### config.mk
export PLATFORM = sky130hd
export DESIGN_NAME = gas_sensor_frame_parser
export DESIGN_NICKNAME = d
export VERILOG_FILES = /design/src/hdl/gsfp_pkg.sv /design/src/hdl/gas_sensor_frame_parser.sv /design/src/hdl/gsfp_in_reg.sv /design/src/hdl/gsfp_parser.sv
export SDC_FILE = /design/constraint.sdc
export NUM_CORES = 1
export LEC_CHECK = 0
export BUFFER_PORTS_ARGS = -buffer_cell sky130_fd_sc_hd__buf_2
export CAP_MARGIN = 40
export CORE_MARGIN = 8
export CORE_UTILIZATION = 59
export CTS_BUF_LIST = sky130_fd_sc_hd__clkbuf_16
export CTS_CLUSTER_SIZE = 12
export DETAILED_ROUTE_END_ITERATION = 6
export GPL_TIMING_DRIVEN = 0
export PLACE_DENSITY_LB_ADDON = 0.12
export REMOVE_ABC_BUFFERS = 1
export SETUP_SLACK_MARGIN = 0.15
export SLEW_MARGIN = 20
export SYNTH_ARGS = -nofsm -noshare
export SYNTH_HDL_FRONTEND = slang
export SYNTH_SLANG_ARGS = --single-unit
### constraint.sdc
create_clock -name aclk -period 7.55 [get_ports aclk]
set_clock_uncertainty 0.05 [all_clocks]
set_input_delay 0.755 -clock aclk [delete_from_list [all_inputs] [get_ports aclk]]
set_output_delay 0.755 -clock aclk [all_outputs]
set_load 0.03 [all_outputs]
### src/hdl/gsfp_pkg.sv
`timescale 1ns / 1ps

package gsfp_pkg;

    // Fixed frame bytes
    localparam logic [7:0] START_BYTE   = 8'hFF;
    localparam logic [7:0] COMMAND_BYTE = 8'h86;
    localparam logic [7:0] ZERO_BYTE    = 8'h00;

    // Byte position within the 9-byte frame
    localparam logic [3:0] POS_START    = 4'd0;
    localparam logic [3:0] POS_COMMAND  = 4'd1;
    localparam logic [3:0] POS_GAS      = 4'd2;
    localparam logic [3:0] POS_UNIT     = 4'd3;
    localparam logic [3:0] POS_ZERO_A   = 4'd4;
    localparam logic [3:0] POS_ZERO_B   = 4'd5;
    localparam logic [3:0] POS_CONC_HI  = 4'd6;
    localparam logic [3:0] POS_CONC_LO  = 4'd7;
    localparam logic [3:0] POS_CHECKSUM = 4'd8;

    // One parsed frame
    typedef struct packed {
        logic [15:0] concentration;
        logic [7:0]  unit_code;
        logic [7:0]  gas_code;
    } frame_data_t;

    typedef struct packed {
        frame_data_t data;
        logic        checksum_ok;
    } frame_result_t;

endpackage

### src/hdl/gas_sensor_frame_parser.sv
// Gas sensor frame parser: takes one received serial byte per input transaction and
// tracks its place in a 9-byte frame (0xFF, 0x86, gas, unit, 0x00, 0x00, conc high,
// conc low, checksum); a mismatch at a checked byte drops the frame and the byte is
// consumed. Each complete frame yields one output transaction with the gas code, unit
// and concentration on m_tdata and the checksum verdict on m_tuser. A byte passes
// through an input register and one compare-and-add step into the result register,
// so a byte can be accepted every cycle unless the output stalls; the result is
// registered as the parser takes the final frame byte from the input register; a
// stalled output holds one result while the input register still takes one more byte.
`timescale 1ns / 1ps

module gas_sensor_frame_parser (
    input  logic        aclk,
    input  logic        aresetn,
    input  logic        s_tvalid,
    output logic        s_tready,
    input  logic [7:0]  s_tdata,   // [7:0] rx_byte
    output logic        m_tvalid,
    input  logic        m_tready,
    output logic [31:0] m_tdata,   // [7:0] gas_code, [15:8] unit_code, [31:16] concentration
    output logic        m_tuser    // [0] checksum_ok
);

    logic                    byte_valid;
    logic [7:0]              byte_data;
    logic                    byte_take;
    gsfp_pkg::frame_result_t res_data;

    gsfp_in_reg u_in_reg (
        .aclk       (aclk),
        .aresetn    (aresetn),
        .s_tvalid   (s_tvalid),
        .s_tready   (s_tready),
        .s_tdata    (s_tdata),
        .byte_valid (byte_valid),
        .byte_data  (byte_data),
        .byte_take  (byte_take)
    );

    gsfp_parser u_parser (
        .aclk       (aclk),
        .aresetn    (aresetn),
        .byte_valid (byte_valid),
        .byte_data  (byte_data),
        .byte_take  (byte_take),
        .res_valid  (m_tvalid),
        .res_data   (res_data),
        .res_ready  (m_tready)
    );

    // Pack result fields onto the stream
    assign m_tdata = res_data.data;
    assign m_tuser = res_data.checksum_ok;

endmodule

### src/hdl/gsfp_in_reg.sv
`timescale 1ns / 1ps

module gsfp_in_reg (
    input  logic       aclk,
    input  logic       aresetn,
    input  logic       s_tvalid,
    output logic       s_tready,
    input  logic [7:0] s_tdata,
    output logic       byte_valid,
    output logic [7:0] byte_data,
    input  logic       byte_take
);

    logic       valid_reg;
    logic       valid_next;
    logic [7:0] data_reg;

    // Accept a new transaction whenever the slot is empty or drains this cycle
    assign s_tready   = !valid_reg || byte_take;
    assign valid_next = (s_tvalid && s_tready) || (valid_reg && !byte_take);

    always_ff @(posedge aclk) begin
        if (!aresetn) begin
            valid_reg <= 1'b0;
        end else begin
            valid_reg <= valid_next;
        end
    end

    // Load payload on every accepted transaction
    always_ff @(posedge aclk) begin
        if (s_tvalid && s_tready) begin
            data_reg <= s_tdata;
        end
    end

    assign byte_valid = valid_reg;
    assign byte_data  = data_reg;

endmodule

### src/hdl/gsfp_parser.sv
`timescale 1ns / 1ps

module gsfp_parser (
    input  logic                   aclk,
    input  logic                   aresetn,
    input  logic                   byte_valid,
    input  logic [7:0]             byte_data,
    output logic                   byte_take,
    output logic                   res_valid,
    output gsfp_pkg::frame_result_t res_data,
    input  logic                   res_ready
);

    logic [3:0] pos_reg;
    logic [3:0] pos_next;
    logic [7:0] sum_reg;
    logic [7:0] sum_next;
    logic [7:0] sum_add;
    logic [7:0] gas_reg;
    logic [7:0] unit_reg;
    logic [7:0] conc_hi_reg;
    logic [7:0] conc_lo_reg;
    logic       emit;
    logic       out_valid_reg;
    logic       out_valid_next;
    gsfp_pkg::frame_result_t out_data_reg;

    // Take a byte when the result slot is free or being emptied
    assign byte_take = byte_valid && (!out_valid_reg || res_ready);
    assign sum_add   = sum_reg + byte_data;

    // Advance the frame position and running sum
    always_comb begin
        pos_next = pos_reg;
        sum_next = sum_reg;
        emit     = 1'b0;
        unique case (pos_reg)
            gsfp_pkg::POS_COMMAND: begin
                if (byte_data == gsfp_pkg::COMMAND_BYTE) begin
                    sum_next = sum_add;
                    pos_next = gsfp_pkg::POS_GAS;
                end else begin
                    pos_next = gsfp_pkg::POS_START;
                end
            end
            gsfp_pkg::POS_GAS: begin
                sum_next = sum_add;
                pos_next = gsfp_pkg::POS_UNIT;
            end
            gsfp_pkg::POS_UNIT: begin
                sum_next = sum_add;
                pos_next = gsfp_pkg::POS_ZERO_A;
            end
            gsfp_pkg::POS_ZERO_A, gsfp_pkg::POS_ZERO_B: begin
                if (byte_data == gsfp_pkg::ZERO_BYTE) begin
                    sum_next = sum_add;
                    pos_next = pos_reg + 4'd1;
                end else begin
                    pos_next = gsfp_pkg::POS_START;
                end
            end
            gsfp_pkg::POS_CONC_HI: begin
                sum_next = sum_add;
                pos_next = gsfp_pkg::POS_CONC_LO;
            end
            gsfp_pkg::POS_CONC_LO: begin
                sum_next = sum_add;
                pos_next = gsfp_pkg::POS_CHECKSUM;
            end
            gsfp_pkg::POS_CHECKSUM: begin
                sum_next = sum_add;
                emit     = 1'b1;
                pos_next = gsfp_pkg::POS_START;
            end
            // Waiting for start; unused codes behave the same
            default: begin
                if (byte_data == gsfp_pkg::START_BYTE) begin
                    sum_next = 8'd0;
                    pos_next = gsfp_pkg::POS_COMMAND;
                end else begin
                    pos_next = gsfp_pkg::POS_START;
                end
            end
        endcase
    end

    // Hold frame position and sum
    always_ff @(posedge aclk) begin
        if (!aresetn) begin
            pos_reg <= gsfp_pkg::POS_START;
            sum_reg <= 8'd0;
        end else if (byte_take) begin
            pos_reg <= pos_next;
            sum_reg <= sum_next;
        end
    end

    // Capture payload bytes at their positions
    always_ff @(posedge aclk) begin
        if (byte_take) begin
            if (pos_reg == gsfp_pkg::POS_GAS) begin
                gas_reg <= byte_data;
            end
            if (pos_reg == gsfp_pkg::POS_UNIT) begin
                unit_reg <= byte_data;
            end
            if (pos_reg == gsfp_pkg::POS_CONC_HI) begin
                conc_hi_reg <= byte_data;
            end
            if (pos_reg == gsfp_pkg::POS_CONC_LO) begin
                conc_lo_reg <= byte_data;
            end
        end
    end

    // Result register: fill on emit, drop when taken downstream
    assign out_valid_next = (byte_take && emit) || (out_valid_reg && !res_ready);

    always_ff @(posedge aclk) begin
        if (!aresetn) begin
            out_valid_reg <= 1'b0;
        end else begin
            out_valid_reg <= out_valid_next;
        end
    end

    always_ff @(posedge aclk) begin
        if (byte_take && emit) begin
            out_data_reg.data.gas_code      <= gas_reg;
            out_data_reg.data.unit_code     <= unit_reg;
            out_data_reg.data.concentration <= {conc_hi_reg, conc_lo_reg};
            out_data_reg.checksum_ok        <= (sum_next == 8'd0);
        end
    end

    assign res_valid = out_valid_reg;
    assign res_data  = out_data_reg;

endmodule

== Yosys cells after proc, flatten, opt, wreduce, memory -nomap -nowiden ==
Cells that the tools add are included.

* Multiplexer cells: 9
* Reduce and logical (&&, ||, !) cells: 21
* Add/sub/neg operators: 2
* Eq/ne operators: 10

{| class="wikitable"
|+ Operators with widths
! kind !! number
|-
| $pmux W4 S7 || 1
|-
| $mux W8 || 3
|-
| $pmux W8 S3 || 1
|-
| $eq A4 B3 Y1 const B || 4
|-
| $eq A8 B8 Y1 const B || 2
|-
| $logic_not A8 Y1 || 2
|-
| $add A8 B8 Y8 || 1
|-
| $eq A4 B2 Y1 const B || 2
|-
| $reduce_and A2 Y1 || 4
|-
| $logic_and A1 B1 Y1 || 5
|-
| $reduce_or A5 Y1 || 1
|-
| $add A4 B1 Y4 const B || 1
|-
| $eq A4 B1 Y1 const B || 1
|-
| $eq A4 B4 Y1 const B || 1
|-
| $logic_not A1 Y1 || 4
|-
| $logic_or A1 B1 Y1 || 4
|-
| $mux W4 || 1
|-
| $mux W1 || 2
|-
| $mux W2 || 1
|-
| $reduce_or A2 Y1 || 1
|}

* Input bits: 12
* Output and inout bits: 35
* Logic and storage cells: 55
* Register bits after elaboration: 87

== Logic depth before layout (Yosys ltp) ==
* Depth after elaboration: 6
* Depth in mapped cells: 8
* Gate-level depth less buffers: 8

== By module ==
A second synthesis with hierarchy kept.

* Cells, all modules: 221
* Area, all modules: 3432.0 µm²

{| class="wikitable"
|+ Modules (own cells, without submodules)
! module !! sequential area each (µm²) !! cells each !! area an instance (µm²) !! instances
|-
| gsfp_parser || 2212.1 || 208 || 3134.3 || 1
|-
| gsfp_in_reg || 260.2 || 13 || 297.8 || 1
|}

== Least setup slack after synthesis ==
Ideal clock, no wire load.

* Path kind: input port to flip-flop
* Start point: input port m_tready
* End point: register u_parser.out_data_reg, in the netlist u_parser.res_data[0], enable pin
* Required time: 7.107 ns
* Setup time: 0.393 ns
* Cell stages on the path: 5
* Buffers on the path: 2
* Data arrival time: 2.406 ns
* Slack: 4.700 ns
* Path through: nand2b_1 -> and2_1 -> clkbuf_1 -> clkbuf_1 -> and3_1

* Cells in the longest elaborated chain, start to end: 3

{| class="wikitable"
|+ Ends and longest elaborated chain
! what !! RTL line !! RTL
|-
| start, declared || gas_sensor_frame_parser.sv:19 || <nowiki>input logic m_tready,</nowiki>
|-
| $logic_or A1 B1 Y1 || gsfp_parser.sv:29 || <nowiki>assign byte_take = byte_valid && (!out_valid_reg || res_ready);</nowiki>
|-
| $logic_and A1 B1 Y1 || gsfp_parser.sv:29 ||
|-
| $logic_and A1 B1 Y1 || gsfp_parser.sv:128 || <nowiki>if (byte_take && emit) begin</nowiki>
|-
| end, declared || gsfp_parser.sv:26 || <nowiki>gsfp_pkg::frame_result_t out_data_reg;</nowiki>
|}

Every way passes these cells.
A chain may end at the register's enable or synchronous reset.

== Worst setup path in the final report ==
* Start point: register u_in_reg.data_reg[0] (netlist: u_in_reg.byte_data[0])
* End point: register u_parser.out_data_reg, in the netlist u_parser.res_data[0] (data pin)

* Cells in the longest elaborated chain, start to end: 4
* Elaborated cells on any way between the ends: 9
* Those cells by class: add/sub: 1; eq/ne: 2; mux: 4; reduce/logical: 2

{| class="wikitable"
|+ Ends and longest elaborated chain
! what !! RTL line !! RTL
|-
| start, declared || gsfp_in_reg.sv:16 || <nowiki>logic [7:0] data_reg;</nowiki>
|-
| start signal, assigned || gsfp_in_reg.sv:33 || <nowiki>data_reg <= s_tdata;</nowiki>
|-
| $add A8 B8 Y8, or another cell as far along || gsfp_parser.sv:30 || <nowiki>assign sum_add = sum_reg + byte_data;</nowiki>
|-
| $mux W8 (on tied branches) || gsfp_parser.sv:55, gsfp_parser.sv:39, gsfp_parser.sv:77 ||
|-
| $pmux W8 S3 * || gsfp_parser.sv:37 || <nowiki>unique case (pos_reg)</nowiki>
|-
| $logic_not A8 Y1 * || gsfp_parser.sv:132 || <nowiki>out_data_reg.checksum_ok <= (sum_next == 8'd0);</nowiki>
|}

Mark *: on every way between the ends. The rest lies on a longest branch, timed or not.

==> out/qor.yml <==
clocking:
  cts_buffer_depth: 2
  cts_made_buffers: 9
  htree_levels: 3
  clk_latency_ns: 0.33
  clk_pin_slew_worst_paths_ns: 0.06
  cts_tree: "done"
  post_cts_buffers: 0
  clock_sinks: 87
  cts_root_buf: "clkbuf_16"
  hold_buffers: 0
  cts.repair.resized: 0
detailed_routing:
  route.met3.wl_um: 418
  firstDrtPassIters: 4
  met1Wirelength_um: 2850
  via_count: 2048
  drc: 0
  wl_met2_um: 3000
  routed_wl_um: 6350
  top_layer_used: "met4"
  wl_per_cell_um: 17.3
  ant_nets: 0
  viasPerCell: 5.58
  drt_iter0_markers: 134
sta:
  worst_slack_ns: 4.84
  period_share_pct: 35.9
  fmax_ghz: 0.369
  tightest_slew_ns: 0.811
  slew_headroom_pct: 45.8
  finalHoldViolations: 0
  rsz0062_at_grt: "no"
  post-route-min-period_ns: 2.71
  maxSlewViolCount: 0
  finalSetupTns_ns: 0
  setup_viol: 0
worst_setup_path:
  critPathKind: "flop to flop"
  required_ns: 7.70
  cp_data_arrival_time_ns: 2.86
  path_max_fanout: 7
  crit_path_end_kind: "flop"
  startpoint_type: "flop"
synthesis:
  synth_most_common_cell: "edfxtp_1"
  syn_inst: 234
  ys_top_cells_by_count: "edfxtp_1, nor2_1, dfxtp_1"
  async_reset_ff_share_pct: 0
  ys_top_cells_by_area: "edfxtp_1, dfxtp_1, ha_1"
  yosys_warnings: 0
  synthesis.area_um2: 3480
  ys_ff_latch: 87
  synthFlopType: "edfxtp_1"
  synth.distinct_cells: 49
  synth_top_area_share_pct: 63.0
  synth_edf_count: 73
  syn_area_per_cell_um2: 14.9
  ys_seq_area_share_pct: 71.1
  synth.largest_area_cell: "edfxtp_1"
hold_path:
  hold_class: "flop to flop"
final_layout:
  largest_reg_flops: 33
  antennaDiodeCount: 0
  final_nets: 311
  area_growth_pct: 17.2
  drive_gt1_share_pct: 27.7
  n_fill_cell: 408
global_route:
  grt_pass1_wl_um: 10200
  grt_start_max_net_pins: 34
  antenna_found_initial: 0
  grt_use_total_pct: 15.5
  grt_pass1_vias: 2013
  overflow: 0
power_and_ir_drop:
  ir_drop_mv: 0.173
  p_per_area_nw_per_um2: 256
  p_leak_nw: 1.46
placement:
  port_buffers: 46
  dp_hpwl_um: 4230
  place_ws_ns: 4.83
  finalWeightedCongestion: 0.888
floorplanning:
  core_um2: 5820
  die_h_um: 92.8
  start_util_pct: 59.8
  die_w_um: 92.8
  rows: 28
  die_area_um2: 8610
  io_pins: 47
status:
  outcome: "complete, no violations"
job:
  drv_cap: 0
-- worst paths after layout --
| check | start | end | slack (ns) | cells after the start |
|---|---|---|---|---|
| setup / recovery | u_in_reg.byte_data[0] | u_parser.res_data[0] | 4.84 | 8 |
| hold / removal | u_parser.unit_reg[7] | u_parser.res_data[16] | 0.37 | 0 |
| setup reg to reg | u_in_reg.byte_data[0] | u_parser.res_data[0] | 4.84 | 8 |
| hold reg to reg | u_parser.unit_reg[7] | u_parser.res_data[16] | 0.37 | 0 |
-- area by class of cell --
class                           count  area (um^2)  area share (%)
Clock buffer                        9          225            5.52
Clock inverter                      7         71.3            1.75
Inverter                            9         33.8           0.828
Multi-Input combinational cell    133          946            23.2
Sequential cell                    87         2470            60.6
Tap cell                           75         93.8            2.30
Timing Repair Buffer               47          235            5.77
-- metal layers --
layer  vias up  global-route usage [%]
met3         5                    5.10
met4         0                    6.85
li1       1001                       -
met5         -                       0
met1       981                    19.0
met2        61                    24.6
-- power breakdown --
group          internal [W]  switching, W  total (W)
sequential         0.000527     0.0000107   0.000538
clock              0.000256      0.000183   0.000439
combinational     0.0000267     0.0000399  0.0000666
-- logic make-up after synthesis --
kind of cell	synth area share, %
adders and majority gates	4.53
and+or+nand+nor	9.10
xor gates and xnor gates	2.01
DFF	71.1
muxes	0.288
buffers and inverters	1.94
AOI/OAI and AO/OA	11.1
-- worst max-delay path, cell delays in order (launching register included) --
cell	delay, ns
edfxtp_1	0.54
ha_1	0.31
fa_1	0.43
a211oi_2	0.24
nor2_1	0.09
xnor2_1	0.24
a22oi_1	0.13
a2111oi_2	0.32
o2111a_1	0.23
-- cells in the final DEF, fill, tap and decap left out, types with 6 or more instances in the layout --
cell       instances
edfxtp_1          73
buf_2             47
nor2_1            16
dfxtp_1           14
nand2_1           12
ha_1              11
o21ai_0           10
a21oi_1           10
inv_1              9
clkbuf_16          9
nand3_1            6
xnor2_1            6
-- stage by stage --
stage | utilization (%) | instances | hold slack, ns | cell area [um^2] | total power [W]
final | 70.1 | 367 | 0.368 | 4080 | 0.00104
after global routing | 70.1 | 367 | 0.367 | 4080 | 0.00107
after CTS | 70.1 | 367 | 0.367 | 4080 | 0.00105
after detailed placement | 65.0 | 351 | 0.355 | 3780 | 0.000614
after global placement | 64.8 | 350 | 0.351 | 3770 | 0.000613
after floorplan | - | 229 | 0.350 | 3450 | 0.000596
Note: power is estimated with default switching activity, not from simulation.
